===== config.mk =====
export PLATFORM = sky130hd
export DESIGN_NAME = doorbell_pulse_frame_decoder
export DESIGN_NICKNAME = d
export VERILOG_FILES = /design/src/rtl/core/dpfd_pkg.sv /design/src/rtl/core/dpfd_cfg_regs.sv /design/src/rtl/core/dpfd_pulse_eval.sv /design/src/rtl/core/doorbell_pulse_frame_decoder.sv
export SDC_FILE = /design/constraint.sdc
export NUM_CORES = 1
export LEC_CHECK = 0
export BUFFER_PORTS_ARGS = -buffer_cell sky130_fd_sc_hd__clkbuf_2
export CAP_MARGIN = 0
export CORE_MARGIN = 1
export CORE_UTILIZATION = 49
export CTS_CLUSTER_DIAMETER = 50
export DETAILED_ROUTE_END_ITERATION = 10
export PLACE_DENSITY = 0.69
export SYNTH_ARGS = -nofsm -noshare
export SYNTH_HDL_FRONTEND = slang
export SYNTH_HIERARCHICAL = 1
export SYNTH_SLANG_ARGS = --single-unit

===== constraint.sdc =====
create_clock -name clk -period 6.3 [get_ports clk]
set_clock_uncertainty 0.15 [all_clocks]
set_input_delay 1.26 -clock clk [delete_from_list [all_inputs] [get_ports clk]]
set_output_delay 1.26 -clock clk [all_outputs]
set_load 0.01 [all_outputs]

===== src/rtl/core/dpfd_pkg.sv =====
`timescale 1ns / 1ps
// ----------------------------------------------------------------------------
// Doorbell pulse frame decoder package
// Shared types, status codes, register indexes and reset values.
// ----------------------------------------------------------------------------
package dpfd_pkg;

  localparam int CODE_BITS  = 12;
  localparam int INDEX_BITS = 5;
  localparam int THR_BITS   = 12;
  localparam int SCALE_BITS = 8;
  localparam int CFG_IDX_BITS = 3;

  localparam logic [INDEX_BITS-1:0] FRAME_PULSES = 5'd26;
  localparam logic [INDEX_BITS-1:0] INDEX_MAX    = 5'd31;
  localparam logic [INDEX_BITS-1:0] START_PULSE  = 5'd1;

  typedef enum logic [2:0] {
    ST_OK    = 3'd0,
    ST_COUNT = 3'd1,
    ST_START = 3'd2,
    ST_SHORT = 3'd3,
    ST_MANCH = 3'd4,
    ST_LONG  = 3'd5,
    ST_ZERO  = 3'd6
  } status_t;

  localparam logic [CFG_IDX_BITS-1:0] CFG_SAMPLE_SCALE     = 3'd0;
  localparam logic [CFG_IDX_BITS-1:0] CFG_START_MAX        = 3'd1;
  localparam logic [CFG_IDX_BITS-1:0] CFG_SHORT_LONG_SPLIT = 3'd2;
  localparam logic [CFG_IDX_BITS-1:0] CFG_SHORT_MIN        = 3'd3;
  localparam logic [CFG_IDX_BITS-1:0] CFG_LONG_MIN         = 3'd4;
  localparam logic [CFG_IDX_BITS-1:0] CFG_LONG_MAX         = 3'd5;

  localparam logic [SCALE_BITS-1:0] RST_SAMPLE_SCALE     = 8'd1;
  localparam logic [THR_BITS-1:0]   RST_START_MAX        = 12'd425;
  localparam logic [THR_BITS-1:0]   RST_SHORT_LONG_SPLIT = 12'd350;
  localparam logic [THR_BITS-1:0]   RST_SHORT_MIN        = 12'd150;
  localparam logic [THR_BITS-1:0]   RST_LONG_MIN         = 12'd450;
  localparam logic [THR_BITS-1:0]   RST_LONG_MAX         = 12'd650;

  typedef struct packed {
    logic [SCALE_BITS-1:0] sample_scale;
    logic [THR_BITS-1:0]   start_max;
    logic [THR_BITS-1:0]   short_long_split;
    logic [THR_BITS-1:0]   short_min;
    logic [THR_BITS-1:0]   long_min;
    logic [THR_BITS-1:0]   long_max;
  } cfg_t;

  typedef struct packed {
    status_t pair_err;
    logic    bit_one;
    logic    start_long;
  } eval_t;

endpackage


===== src/rtl/core/dpfd_cfg_regs.sv =====
`timescale 1ns / 1ps
// ----------------------------------------------------------------------------
// Configuration registers
// Holds the sample scale and the pulse window thresholds.
// ----------------------------------------------------------------------------
module dpfd_cfg_regs
  import dpfd_pkg::*;
(
  input  logic                    clk,
  input  logic                    rst,
  input  logic                    cfg_valid,
  output logic                    cfg_ready,
  input  logic [CFG_IDX_BITS-1:0] cfg_index,
  input  logic [THR_BITS-1:0]     cfg_data,
  output cfg_t                    cfg
);

  assign cfg_ready = 1'b1;

  always_ff @(posedge clk) begin
    if (rst) begin
      cfg.sample_scale     <= RST_SAMPLE_SCALE;
      cfg.start_max        <= RST_START_MAX;
      cfg.short_long_split <= RST_SHORT_LONG_SPLIT;
      cfg.short_min        <= RST_SHORT_MIN;
      cfg.long_min         <= RST_LONG_MIN;
      cfg.long_max         <= RST_LONG_MAX;
    end else if (cfg_valid && cfg_ready) begin
      unique case (cfg_index)
        CFG_SAMPLE_SCALE:     cfg.sample_scale     <= cfg_data[SCALE_BITS-1:0];
        CFG_START_MAX:        cfg.start_max        <= cfg_data;
        CFG_SHORT_LONG_SPLIT: cfg.short_long_split <= cfg_data;
        CFG_SHORT_MIN:        cfg.short_min        <= cfg_data;
        CFG_LONG_MIN:         cfg.long_min         <= cfg_data;
        CFG_LONG_MAX:         cfg.long_max         <= cfg_data;
        default: begin
        end
      endcase
    end
  end

endmodule


===== src/rtl/core/dpfd_pulse_eval.sv =====
`timescale 1ns / 1ps
// ----------------------------------------------------------------------------
// Pulse evaluator
// Scales both half-bit durations and checks them against the windows.
// ----------------------------------------------------------------------------
module dpfd_pulse_eval
  import dpfd_pkg::*;
#(
  parameter int DURATION_BITS = 16
) (
  input  logic [DURATION_BITS-1:0] first_raw,
  input  logic [DURATION_BITS-1:0] second_raw,
  input  cfg_t                     cfg,
  output eval_t                    eval
);

  localparam int SCALED_BITS = DURATION_BITS + SCALE_BITS;

  logic [SCALED_BITS-1:0] f_us;
  logic [SCALED_BITS-1:0] s_us;
  logic [SCALED_BITS-1:0] start_max_w;
  logic [SCALED_BITS-1:0] split_w;
  logic [SCALED_BITS-1:0] short_min_w;
  logic [SCALED_BITS-1:0] long_min_w;
  logic [SCALED_BITS-1:0] long_max_w;

  assign f_us = SCALED_BITS'(first_raw) * SCALED_BITS'(cfg.sample_scale);
  assign s_us = SCALED_BITS'(second_raw) * SCALED_BITS'(cfg.sample_scale);

  assign start_max_w = SCALED_BITS'(cfg.start_max);
  assign split_w     = SCALED_BITS'(cfg.short_long_split);
  assign short_min_w = SCALED_BITS'(cfg.short_min);
  assign long_min_w  = SCALED_BITS'(cfg.long_min);
  assign long_max_w  = SCALED_BITS'(cfg.long_max);

  always_comb begin
    eval.start_long = s_us > start_max_w;
    eval.bit_one    = !(f_us < split_w);
    eval.pair_err   = ST_OK;
    if (f_us < split_w) begin
      priority if (f_us < short_min_w) begin
        eval.pair_err = ST_SHORT;
      end else if (s_us < split_w) begin
        eval.pair_err = ST_MANCH;
      end else begin
        eval.pair_err = ST_OK;
      end
    end else begin
      priority if (s_us > long_min_w) begin
        eval.pair_err = ST_MANCH;
      end else if (f_us < long_min_w) begin
        eval.pair_err = ST_SHORT;
      end else if (f_us > long_max_w) begin
        eval.pair_err = ST_LONG;
      end else begin
        eval.pair_err = ST_OK;
      end
    end
  end

endmodule


===== src/rtl/core/doorbell_pulse_frame_decoder.sv =====
`timescale 1ns / 1ps
// ----------------------------------------------------------------------------
// Doorbell pulse frame decoder
// Decodes 26-pulse doorbell frames into a status, an address and a chime.
// ----------------------------------------------------------------------------
// Each input word carries one pulse duration in sample units and a frame_end
// flag on the last pulse of a frame. Only the word with frame_end set produces
// an output word: status, 8-bit address and 4-bit chime. Address and chime are
// zero unless the status is ok. The configuration channel writes the sample
// scale and window thresholds by index; it is always ready and should only be
// used while no frame word is in flight.
// An accepted word is held in an input register, evaluated against the frame
// state, and its result lands in the output register. Throughput is one word
// per cycle while the output is not stalled; the evaluation stage is a single
// pass through the two duration multipliers and the window compares.
// Reset returns the thresholds to their defaults and clears the frame state.
// When the receiver stalls, the output word holds; the input register keeps
// one more word, after which in_ready drops until the output is taken.
// ----------------------------------------------------------------------------
module doorbell_pulse_frame_decoder
  import dpfd_pkg::*;
#(
  parameter int DURATION_BITS = 16
) (
  input  logic                     clk,
  input  logic                     rst,
  input  logic                     cfg_valid,
  output logic                     cfg_ready,
  input  logic [CFG_IDX_BITS-1:0]  cfg_index,
  input  logic [THR_BITS-1:0]      cfg_data,
  input  logic                     in_valid,
  output logic                     in_ready,
  input  logic [DURATION_BITS-1:0] duration,
  input  logic                     frame_end,
  output logic                     out_valid,
  input  logic                     out_ready,
  output logic [2:0]               status,
  output logic [7:0]               address,
  output logic [3:0]               chime
);

  cfg_t  cfg;
  eval_t eval;

  logic                     v1;
  logic [DURATION_BITS-1:0] dur1;
  logic                     last1;

  logic [INDEX_BITS-1:0]    pulse_index;
  logic [DURATION_BITS-1:0] first_half;
  logic [CODE_BITS-1:0]     code_shift;
  status_t                  first_error;

  logic                     adv;
  logic                     go;
  logic [INDEX_BITS-1:0]    pulse_index_next;
  logic                     is_start;
  logic                     is_pair;
  logic                     is_first;
  status_t                  err_now;
  status_t                  first_error_next;
  logic [CODE_BITS-1:0]     code_shift_next;
  logic [DURATION_BITS-1:0] first_half_next;
  status_t                  status_next;

  dpfd_cfg_regs u_cfg (
    .clk       (clk),
    .rst       (rst),
    .cfg_valid (cfg_valid),
    .cfg_ready (cfg_ready),
    .cfg_index (cfg_index),
    .cfg_data  (cfg_data),
    .cfg       (cfg)
  );

  dpfd_pulse_eval #(
    .DURATION_BITS (DURATION_BITS)
  ) u_eval (
    .first_raw  (first_half),
    .second_raw (dur1),
    .cfg        (cfg),
    .eval       (eval)
  );

  assign adv      = !out_valid || out_ready;
  assign go       = v1 && adv;
  assign in_ready = !v1 || adv;

  always_comb begin
    pulse_index_next = (pulse_index != INDEX_MAX) ? pulse_index + 1'b1 : pulse_index;
    is_start = pulse_index_next == START_PULSE;
    is_pair  = !is_start && (pulse_index_next < FRAME_PULSES) && pulse_index_next[0];
    is_first = !is_start && (pulse_index_next < FRAME_PULSES) && !pulse_index_next[0];

    err_now = ST_OK;
    if (is_start && eval.start_long) begin
      err_now = ST_START;
    end else if (is_pair) begin
      err_now = eval.pair_err;
    end
    first_error_next = (first_error != ST_OK) ? first_error : err_now;

    code_shift_next = is_pair ? {code_shift[CODE_BITS-2:0], eval.bit_one} : code_shift;
    first_half_next = is_first ? dur1 : first_half;

    priority if (pulse_index_next != FRAME_PULSES) begin
      status_next = ST_COUNT;
    end else if (first_error_next != ST_OK) begin
      status_next = first_error_next;
    end else if (code_shift_next == '0) begin
      status_next = ST_ZERO;
    end else begin
      status_next = ST_OK;
    end
  end

  always_ff @(posedge clk) begin
    if (rst) begin
      v1 <= 1'b0;
    end else if (in_valid && in_ready) begin
      v1 <= 1'b1;
    end else if (go) begin
      v1 <= 1'b0;
    end
  end

  always_ff @(posedge clk) begin
    if (in_valid && in_ready) begin
      dur1  <= duration;
      last1 <= frame_end;
    end
  end

  always_ff @(posedge clk) begin
    if (rst) begin
      pulse_index <= '0;
      first_half  <= '0;
      code_shift  <= '0;
      first_error <= ST_OK;
    end else if (go) begin
      if (last1) begin
        pulse_index <= '0;
        first_half  <= '0;
        code_shift  <= '0;
        first_error <= ST_OK;
      end else begin
        pulse_index <= pulse_index_next;
        first_half  <= first_half_next;
        code_shift  <= code_shift_next;
        first_error <= first_error_next;
      end
    end
  end

  always_ff @(posedge clk) begin
    if (rst) begin
      out_valid <= 1'b0;
    end else if (go && last1) begin
      out_valid <= 1'b1;
    end else if (out_ready) begin
      out_valid <= 1'b0;
    end
  end

  always_ff @(posedge clk) begin
    if (go && last1) begin
      status  <= status_next;
      address <= (status_next == ST_OK) ? code_shift_next[CODE_BITS-1:4] : 8'd0;
      chime   <= (status_next == ST_OK) ? code_shift_next[3:0] : 4'd0;
    end
  end

endmodule


Word-level counts from Yosys, hierarchy flattened --
Index checks and enable logic that the tools add are counted.
Word-level totals: memories kept 0, memory bits (read-only) 0, word-level logic and storage cells 88, bits in writable memories 0, input port bits 37, latch bits 0, register bits after elaboration 138, output and inout port bits 18
Operators by class: muxes and demuxes 23, div/mod/pow operators 0, shift operators 0, add/sub/neg operators 1, order comparisons 8, reductions and logical operators 29, eq/ne operators 8, bitwise operators 0, multiply operators 2
Operators with widths (number):
- < comparator 24 x 12 -> 1 bit | 4
- greater-than comparator 24 x 12 -> 1 bit | 3
- multiplier 16 x 8 -> 24 bit | 2
- two-way mux 3 bit | 13
- two-way mux 16 bit | 2
- two-way mux 12 bit | 2
- AND reduction 2 bit | 7
- zero test 12 bit | 1
- two-way mux 5 bit | 2
- != test 5 bit, second input constant | 2
- logical AND 1 bit | 7
- == test 3 x 2 -> 1 bit, second input constant | 2
- == test 3 bit, second input constant | 2
- zero test 3 bit | 2
- nonzero test 2 bit | 3
- nonzero test 3 bit | 2
- adder 5 x 1 -> 5 bit, second input constant | 1
- == test 5 x 1 -> 1 bit, second input constant | 1
- zero test 1 bit | 5
- < comparator 5 bit, second input constant | 1
- two-way mux 1 bit | 4
- == test 3 x 1 -> 1 bit, second input constant | 1
- logical OR 1 bit | 2

Depth between registers and ports, before layout --
Gate-level depths: netlist of run 1.
depth in word-level cells 13, gate-level depth with buffers 31, depth with buffers taken out 29

By module --
Netlist of run 1, hierarchy kept.
By module, submodules not included:
- dpfd_pulse_eval | instances 1, area an instance 10502.6 µm², cells each 1288, sequential area each 0.0 µm²
- doorbell_pulse_frame_decoder | instances 1, area an instance 2922.8 µm², cells each 244, sequential area each 1721.7 µm²
- dpfd_cfg_regs | instances 1, area an instance 2701.3 µm², cells each 254, sequential area each 1361.3 µm²

Worst setup path after synthesis of run 1 --
Ideal clock, no wire load.
path type register to register, start point register, netlist name u_cfg/cfg[67], end point register address[7], data pin, clock period less this slack 6785 ps, required time 5896 ps, data arrival time 6381 ps, cell stages (with the launch flop) 29, path buffers 2, slack -485 ps, library setup time 254 ps, path through dfxtp_1 > clkbuf_1 > nand2_1 > fa_1 > fa_1 > inv_1 > fa_1 > inv_1 > fa_1 > inv_1 > ha_1 > o21a_1 > a21oi_1 > o21ai_0 > xor2_1 > ha_1 > a21oi_1 > o21ai_0 > or3_1 > o21ai_0 > inv_1 > nor3_1 > a311o_1 > nand2_1 > a31oi_1 > o211ai_1 > o2111ai_2 > buf_6 > nor2_2
RTL lines:
- end signal: assignment | line doorbell_pulse_frame_decoder.sv:168 | address <= (status_next == ST_OK) ? code_shift_next[CODE_BITS-1:4] : 8'd0;
- end: declaration | line doorbell_pulse_frame_decoder.sv:38 | output logic [7:0] address,

==> results of run 1 <==
## kinds of logic after synthesis
logic type	Yosys count	share of synthesized area (%)
simple gates	581	19.9
flops	138	19.1
other cells	1	0.0233
buf+inv	345	8.35
xor+xnor	25	1.45
fa+ha+maj	339	34.1
compound gates	285	12.6
mux	72	4.48
## cell usage in the layout, fill, tap and decap left out, drive strengths merged, types with 5 or more instances in the layout
cell type	n
nor2	68
nand2	136
a211oi	10
o22ai	7
ha	171
nand4	16
xnor2	16
fa	168
o21a	21
or3	5
nor3	22
o211ai	14
xor2	9
inv	289
nor4	7
a22o	28
nand3	20
o2111ai	6
a21oi	78
buf	251
a31oi	9
clkbuf	74
and2	200
dfxtp	106
nand2b	64
nor2b	8
mux2i	71
and3	9
o21ai	45
edfxtp	32
a21o	22
## worst register-to-register path, stage by stage (launching register included)
cell and delay (ns):
edfxtp_1 0.51, and2_4 0.20, fa_1 0.56, inv_2 0.05
fa_1 0.53, inv_2 0.04, fa_1 0.48, inv_1 0.05
fa_1 0.49, inv_2 0.05, ha_4 0.28, o211ai_1 0.12
buf_4 0.16, o211ai_1 0.23, and2_4 0.21, a21boi_2 0.06
a2111oi_2 0.37, o211ai_1 0.19, nor4_4 0.43, buf_4 0.18
nand4b_1 0.11, a21oi_2 0.18, inv_1 0.06, o21ai_2 0.17
o211ai_1 0.14, o2111ai_2 0.16, clkbuf_16 0.22, nor2_2 0.03
## per-layer routing
layer | vias up | GRT usage, % | share of wire (%)
li1 | 6421 | - | -
met1 | 6680 | 33.4 | 44
met2 | 284 | 45.1 | 50
met3 | 83 | 3.35 | 3.3
met4 | 0 | 9.67 | 2.7
met5 | - | 0 | 0
## power by group
part	total (mW)	switching, mW	internal (mW)
Clock	1.00	0.430	0.572
Sequential	0.939	0.0183	0.921
Combinational	0.599	0.322	0.276
Total	2.54	0.770	1.77
## per-stage QoR
step	setup WS [ns]	TNS [ns]
after floorplan	-0.00105	-0.00105
after global placement	-0.592	-8.77
after detailed placement	-0.702	-10.29
after CTS	-0.419	-4.57
after global routing	-0.543	-7.75
final	-0.368	-4.89
## cell type report
type / count / area [sq um]
inverters: 282 / 1060
repair buffers: 305 / 2290
flip-flops and latches: 138 / 3120
clock buffers: 20 / 458
fillers: 2720 / 12400
well taps: 442 / 553
clock inverters: 12 / 111
multi-input cells: 1303 / 12500
## final timing paths
check | from | to | slack (ns) | cells past startpoint
max | dur1[3]$_DFFE_PP_ | address[7]$_SDFFCE_PP0P_ | -0.37 | 27
min reg2reg | code_shift[11]$_SDFFE_PP0P_ | code_shift[11]$_SDFFE_PP0P_ | 0.32 | 1
max reg2reg | dur1[3]$_DFFE_PP_ | address[7]$_SDFFCE_PP0P_ | -0.37 | 27
min | code_shift[11]$_SDFFE_PP0P_ | code_shift[11]$_SDFFE_PP0P_ | 0.32 | 1
## timing repair
action                                 CTS  global route
resized for setup                      106            76
cloned                                   1             0
buffers inserted                        24            15
setup endpoints to repair               19            18
endpoints found under the hold margin    0             0
pin swaps                               72            67
## state kept, by name, indices dropped and copies added, names as in the netlist
signal	flops
v1	1
status	3
out_valid	1
u_cfg/cfg	68
first_error	3
address	8
first_half	16
code_shift	12
dur1	16
pulse_index	5
chime	4
last1	1
==> metrics.md, run 1 <==
| Metric | Value |
|---|---|
| # placed instances | `2435` |
| Initial core utilization | `49.7%` |
| Final Util | `61.8%` |
| Rel. slew slack | `23.0%` |
| Most frequent cells after synthesis | `282 x inv_1, 199 x and2_1, 171 x ha_1, 168 x fa_1, 136 x nand2_1` |
| Core Region | `32500 sq um` |
| Design Power | `2.54 mW` |
| Slew Viols, Final | `0` |
| Ys flop type | `dfxtp_1` |
| Residual DRC | `0` |
| Slowest CP cell | `fa_1` |
| Routed wire length | `around 43000 um` |
| Clk root buf | `clkbuf_16` |
| F_max | `150 MHz` |
| Arrival @ worst endpoint | `~6.7 ns` |
| Top cells by area, synth | `fa_1 21%, ha_1 13%, dfxtp_1 13%` |
| Port bufs | `53` |
| Tcrit/Tclk final | `106%` |
| Sink Count | `138` |
| Worst Path Required | `6.34 ns` |
| Grt total ovfl | `0` |
| Clk buf depth | `2` |
| CP Buf/Inv Count | `8` |
| P per Cell Area | `127 nW/um^2` |
| Area Overhead vs Synth | `24.3%` |
| CP endpoint kind | `flop` |
| Seq/Total Area, Yosys | `19.1%` |
| Critical Path Fanout Max | `6` |
| # IOs | `between 50 and 60` |
| Via density | `5.38` |
| First-iteration detailed-routing DRC count | `774` |
| Die Area | `33600 sq um` |
| CP Class | `flop to flop` |
| Leakage power | `9.91 nW` |
| Initial antenna violation count | `0` |
| Avg Synthesized Cell Area | `9.03 sq um` |
| Number of global-route vias before repair | `13900` |
| Fin. Hold Viols | `0` |
| Die X | `183 um` |
| Die Ht | `around 180 um` |
| Status | `complete, but fails checks` |
| Wire length per cell | `~17 um` |
| Synth Instances | `between 1500 and 2000` |
| Pin count of the biggest net entering global routing | `103` |
| Floorplan row count | `66` |
| Routability Congestion | `0.902` |
| Clock latency on the worst-skew pair | `0.44 ns` |
| Max Cap Violations | `0` |
| RSZ-0062 raised after global routing | `yes` |
| Synth top area share | `20.9%` |
| Tmin final | `6.67 ns` |
| Post-synth EDFFs | `32` |
| H-tree depth | `4` |
| Total GRT Usage | `26.1%` |
| Synth warn | `6` |
| Post-route design area | `roughly 20000 sq um` |
| Nets | `approximately 2400` |
| Clk pin slew, worst setup/hold paths | `0.07 ns` |
| Cell Area, Synth | `16100 sq um` |
| Post-DP Area | `around 18000 sq um` |
| Pre-Repair DR Iteration Count | `6` |
| Endpoints failing setup | `15` |
| Mapped Nets | `2162` |
| Final WS setup | `-0.368 ns` |
| Most common cell in the netlist | `inv_1` |
| Failing checks | `negative setup slack` |
| ANT nets after route | `0` |
| Synthesized flop and latch total | `138` |
| Highest cell delay on the worst timing path | `between 0.5 and 0.6 ns` |
| Layout cell share with drive strength beyond 1 | `about a quarter` |
| Hold_buf cts | `0` |
| Synth area leader | `fa_1` |
| Via count | `roughly 13000` |
| Distinct cells, synth | `91` |
| Worst slew pin tran | `1.15 ns` |
| Startpoint types | `flop` |
| Min-delay worst type | `flop to flop` |
| CTS tree | `built` |
| Peak supply drop | `around 0.18 mV` |
| Asr flop ratio synth | `0%` |
| Crit-path leading delay family | `adder cells` |
| Hpwl dp | `around 33000 um` |
| Global-route wire length before repair | `69700 um` |
| N_diodes | `0` |
| Min Hold Slack | `0.320 ns` |
| Num CTS Buffers | `17` |
| Final cell count without fillers | `around 2500` |
Note: power is estimated with default switching activity, not from simulation.
==> run 2, diff against run 1 <==
BUFFER_PORTS_ARGS = -buffer_cell sky130_fd_sc_hd__buf_2   (was -buffer_cell sky130_fd_sc_hd__clkbuf_2)
SYNTH_HIERARCHICAL = unset   (was 1)
==> metrics.md, run 2 <==
| Metric | Value |
|---|---|
| Status | `complete, but fails checks` |
| Failing checks | `negative setup slack` |
| Commonest non-fill, non-tap cell in the layout | `inv_1` |
| Largest reg by FF count | `u_cfg.cfg` |
| Total GRT Usage | `25.4% (-0.77 points)` |
| Xor and xnor area share after synthesis | `1.39% (-0.060 points)` |
| Min-delay worst type | `flop to flop` |
| Slowest CP cell | `fa_1` |
| Leakage power | `9.09 nW (-8.2%)` |
| Hold Crit Start | `u_cfg.cfg[4]$_SDFFE_PP0P_` |
| Pre-Repair DR Iteration Count | `5 (-1)` |
| Arrival @ worst endpoint | `6.36 ns (-0.35 ns)` |
| Num CTS Buffers | `17 (unchanged)` |
| Most common cell in the netlist | `inv_1` |
| Final WS setup | `-0.0314 ns (+0.337 ns)` |
| Via density | `5.56 (+3.2%)` |
| Post-DP Area | `17400 sq um (-5.5%)` |
| Die Ht | `181 um (-1.2%)` |
| Grt total ovfl | `0 (unchanged)` |
| P per Cell Area | `141 nW/um^2 (+11%)` |
| RSZ-0062 raised after global routing | `yes` |
| Seq/Total Area, Yosys | `19.6% (+0.47 points)` |
| First-iteration detailed-routing DRC count | `764 (-1.3%)` |
| Global-route wire length before repair | `67300 um (-3.5%)` |
| Port bufs | `53 (unchanged)` |
| Crit path from | `dur1[4]$_DFFE_PP_` |
| Hold_buf cts | `0 (unchanged)` |
| Avg Synthesized Cell Area | `8.51 sq um (-5.8%)` |
| Pin count of the biggest net entering global routing | `83 (-19%)` |
| Most frequent cells in the layout | `276 x inv_1, 237 x nand2_1, 186 x and2_1` |
| Wire length per cell | `16.9 um (-2.5%)` |
| Initial antenna violation count | `0 (unchanged)` |
| H-tree depth | `4 (unchanged)` |
| Via count | `13500 (+0.42%)` |
| Fin. Hold Viols | `0 (unchanged)` |
| Core Region | `31600 sq um (-2.8%)` |
| Clock latency on the worst-skew pair | `0.44 ns (about the same)` |
| Post-synth EDFFs | `32 (unchanged)` |
| Top cells by area, synth | `fa_1 21%, dfxtp_1 13%, ha_1 13%` |
| Initial core utilization | `49.9% (+0.19 points)` |
| Area Overhead vs Synth | `19.0%` |
| Distinct cells, synth | `80 (-12%)` |
| Cell Area, Synth | `15700 sq um (-2.4%)` |
| # placed instances | `2383 (-2.1%)` |
| Clk buf depth | `2 (unchanged)` |
| Design Power | `2.63 mW (+3.7%)` |
| Crit-path most repeated cell | `fa_1` |
| Max Cap Violations | `0 (unchanged)` |
| Largest family of logic cells by synthesized area | `adder cells` |
| Routed wire length | `41100 um (-5.1%)` |
| Layout cell share with drive strength beyond 1 | `18.0% (-6.6 points)` |
| Post-route design area | `18700 sq um (-6.6%)` |
| Largest regs | `u_cfg.cfg (68), dur1 (16), first_half (16)` |
| N_diodes | `0 (unchanged)` |
| ANT nets after route | `0 (unchanged)` |
| Tmin final | `6.33 ns (-0.337 ns)` |
| Ys flop type | `dfxtp_1` |
| # IOs | `55 (unchanged)` |
| Tcrit/Tclk final | `100% (-5.3 points)` |
| Setup tns final | `-0.101 ns (+4.79 ns)` |
| Mapped Nets | `2224 (+2.9%)` |
| CP endpoint kind | `flop` |
| Largest register FFs | `68 (unchanged)` |
| Rel. slew slack | `22.4% (-0.57 points)` |
| CTS tree | `built` |
| DP Worst Slack | `-0.239 ns (+0.463 ns)` |
| Fillers | `2807 (+3.2%)` |
| Synth Area in Simple Gates | `21.0% (+1.1 points)` |
| Crit path cell chain | `and2_4, fa_1, inv_1, fa_1, inv_2, fa_1, inv_2, fa_1, inv_2, ha_4, o211ai_1, o21a_1, o21ai_2, xor2_2, ha_1, and4_4, or4b_4, a21boi_4, nand3b_1, nor2_1, nand4bb_1, buf_6, nand3_4, nor3_2` |
| Multiplexer share of the synthesized area | `0.835% (-3.6 points)` |
| CP Class | `flop to flop` |
| Synth top area share | `21.4% (+0.51 points)` |
| Worst slew pin tran | `1.16 ns (+0.00586 ns)` |
| Residual DRC | `0 (unchanged)` |
| Min Hold Slack | `0.305 ns (-0.0150 ns)` |
| Hpwl dp | `32000 um (-3.4%)` |
| Floorplan row count | `65 (-1.5%)` |
| Final cell count without fillers | `2434 (-2.7%)` |
| F_max | `158 MHz (+5.3%)` |
| Routability Congestion | `0.879 (-2.6%)` |
| Final Util | `59.3% (-2.4 points)` |
| Sink Count | `138 (unchanged)` |
| Critical Path Fanout Max | `7 (+1)` |
| Clk pin slew, worst setup/hold paths | `0.07 ns (about the same)` |
| Synth warn | `0 (-6)` |
| Worst Path Required | `6.32 ns (-0.02 ns)` |
| Endpoints failing setup | `6 (-9)` |
| Synthesized flop and latch total | `138 (unchanged)` |
| Compound-gate portion of the synthesized area | `13.8% (+1.2 points)` |
| Synth Instances | `1850 (+3.6%)` |
| Number of global-route vias before repair | `13500 (-2.5%)` |
| Die Area | `32800 sq um (-2.4%)` |
| Peak supply drop | `0.131 mV (-28%)` |
| Asr flop ratio synth | `0% (unchanged)` |
| Slew Viols, Final | `0 (unchanged)` |
| Nets | `2393 (-1.2%)` |
| Most frequent cells after synthesis | `281 x inv_1, 241 x nand2_1, 196 x and2_1, 169 x ha_1, 168 x fa_1` |
| Synth area leader | `fa_1` |
| Clk root buf | `clkbuf_16` |
| Startpoint types | `flop` |
| Reg2reg start | `dur1[4]$_DFFE_PP_` |
| Die X | `181 um (-1.2%)` |
| Adder and majority gate portion of the synthesized area | `34.8% (+0.68 points)` |
| Highest cell delay on the worst timing path | `0.57 ns (about the same)` |
## run 2: cell types whose count changed after synthesis, sizes merged, moves of 6 or more
cell    change
a21oi      +32
nor2       +10
mux2i      -59
nor2b       +6
a21o       +11
a22o       -26
nand2     +105
nand2b     -54
clkbuf     +11
a22oi      +30
o21a       -11
nor4        +7
o211ai     +16
## run 2: worst max-delay path: cells and delay by family (launching register included)
| kind | cells | cell delay [ns] |
|---|---|---|
| AO/OA/AOI/OAI | 4 | 0.69 |
| XOR/XNOR | 1 | 0.11 |
| adder cells (fa/ha/maj) | 6 | 2.65 |
| buffers and inverters | 5 | 0.37 |
| flip-flops | 1 | 0.51 |
| AND/OR/NAND/NOR | 8 | 1.60 |
## run 2: final cells by class
type	instances	area (sq um)	share of cell area [%]
well taps	402	503	2.69
flip-flops and latches	138	3110	16.6
clock buffers	20	479	2.56
inverters	283	1060	5.67
multi-input cells	1361	11900	63.3
clock inverters	12	150	0.802
repair buffers	218	1570	8.36
## run 2: kinds of logic (layout without fill, tap and decap cells)
kind of cell    after synthesis  count (layout)
compound gates              328             328
flops                       138             138
fa+ha+maj                   337             337
mux                          13              13
simple gates                656             657
buf+inv                     352             533
xor+xnor                     25              25
other cells                   1               1
## run 2: power breakdown
part | switching, mW | internal, mW
sequential | 0.0243 | 0.923
clock | 0.453 | 0.643
combinational | 0.332 | 0.257
## run 2: final timing paths
path                                                  end  slack (ns)  cells past startpoint
worst min register to register  u_cfg.cfg[4]$_SDFFE_PP0P_        0.30                      2
worst max register to register   address[6]$_SDFFCE_PP0P_       -0.03                     24
worst max-delay path             address[6]$_SDFFCE_PP0P_       -0.03                     24
worst min-delay path            u_cfg.cfg[4]$_SDFFE_PP0P_        0.30                      2
## run 2: what timing repair did
item | CTS | global route
gates cloned | 1 | 0
pin swaps | 16 | 66
setup buffers | 5 | 13
setup endpoints to repair | 16 | 18
resized for setup | 26 | 102
## run 2: per-layer routing
layer  part of all wire, %  track usage [%]
met1                    44             34.1
met2                    49             42.2
met3                   4.9             3.57
met5                     0                0
met4                   1.9             7.97
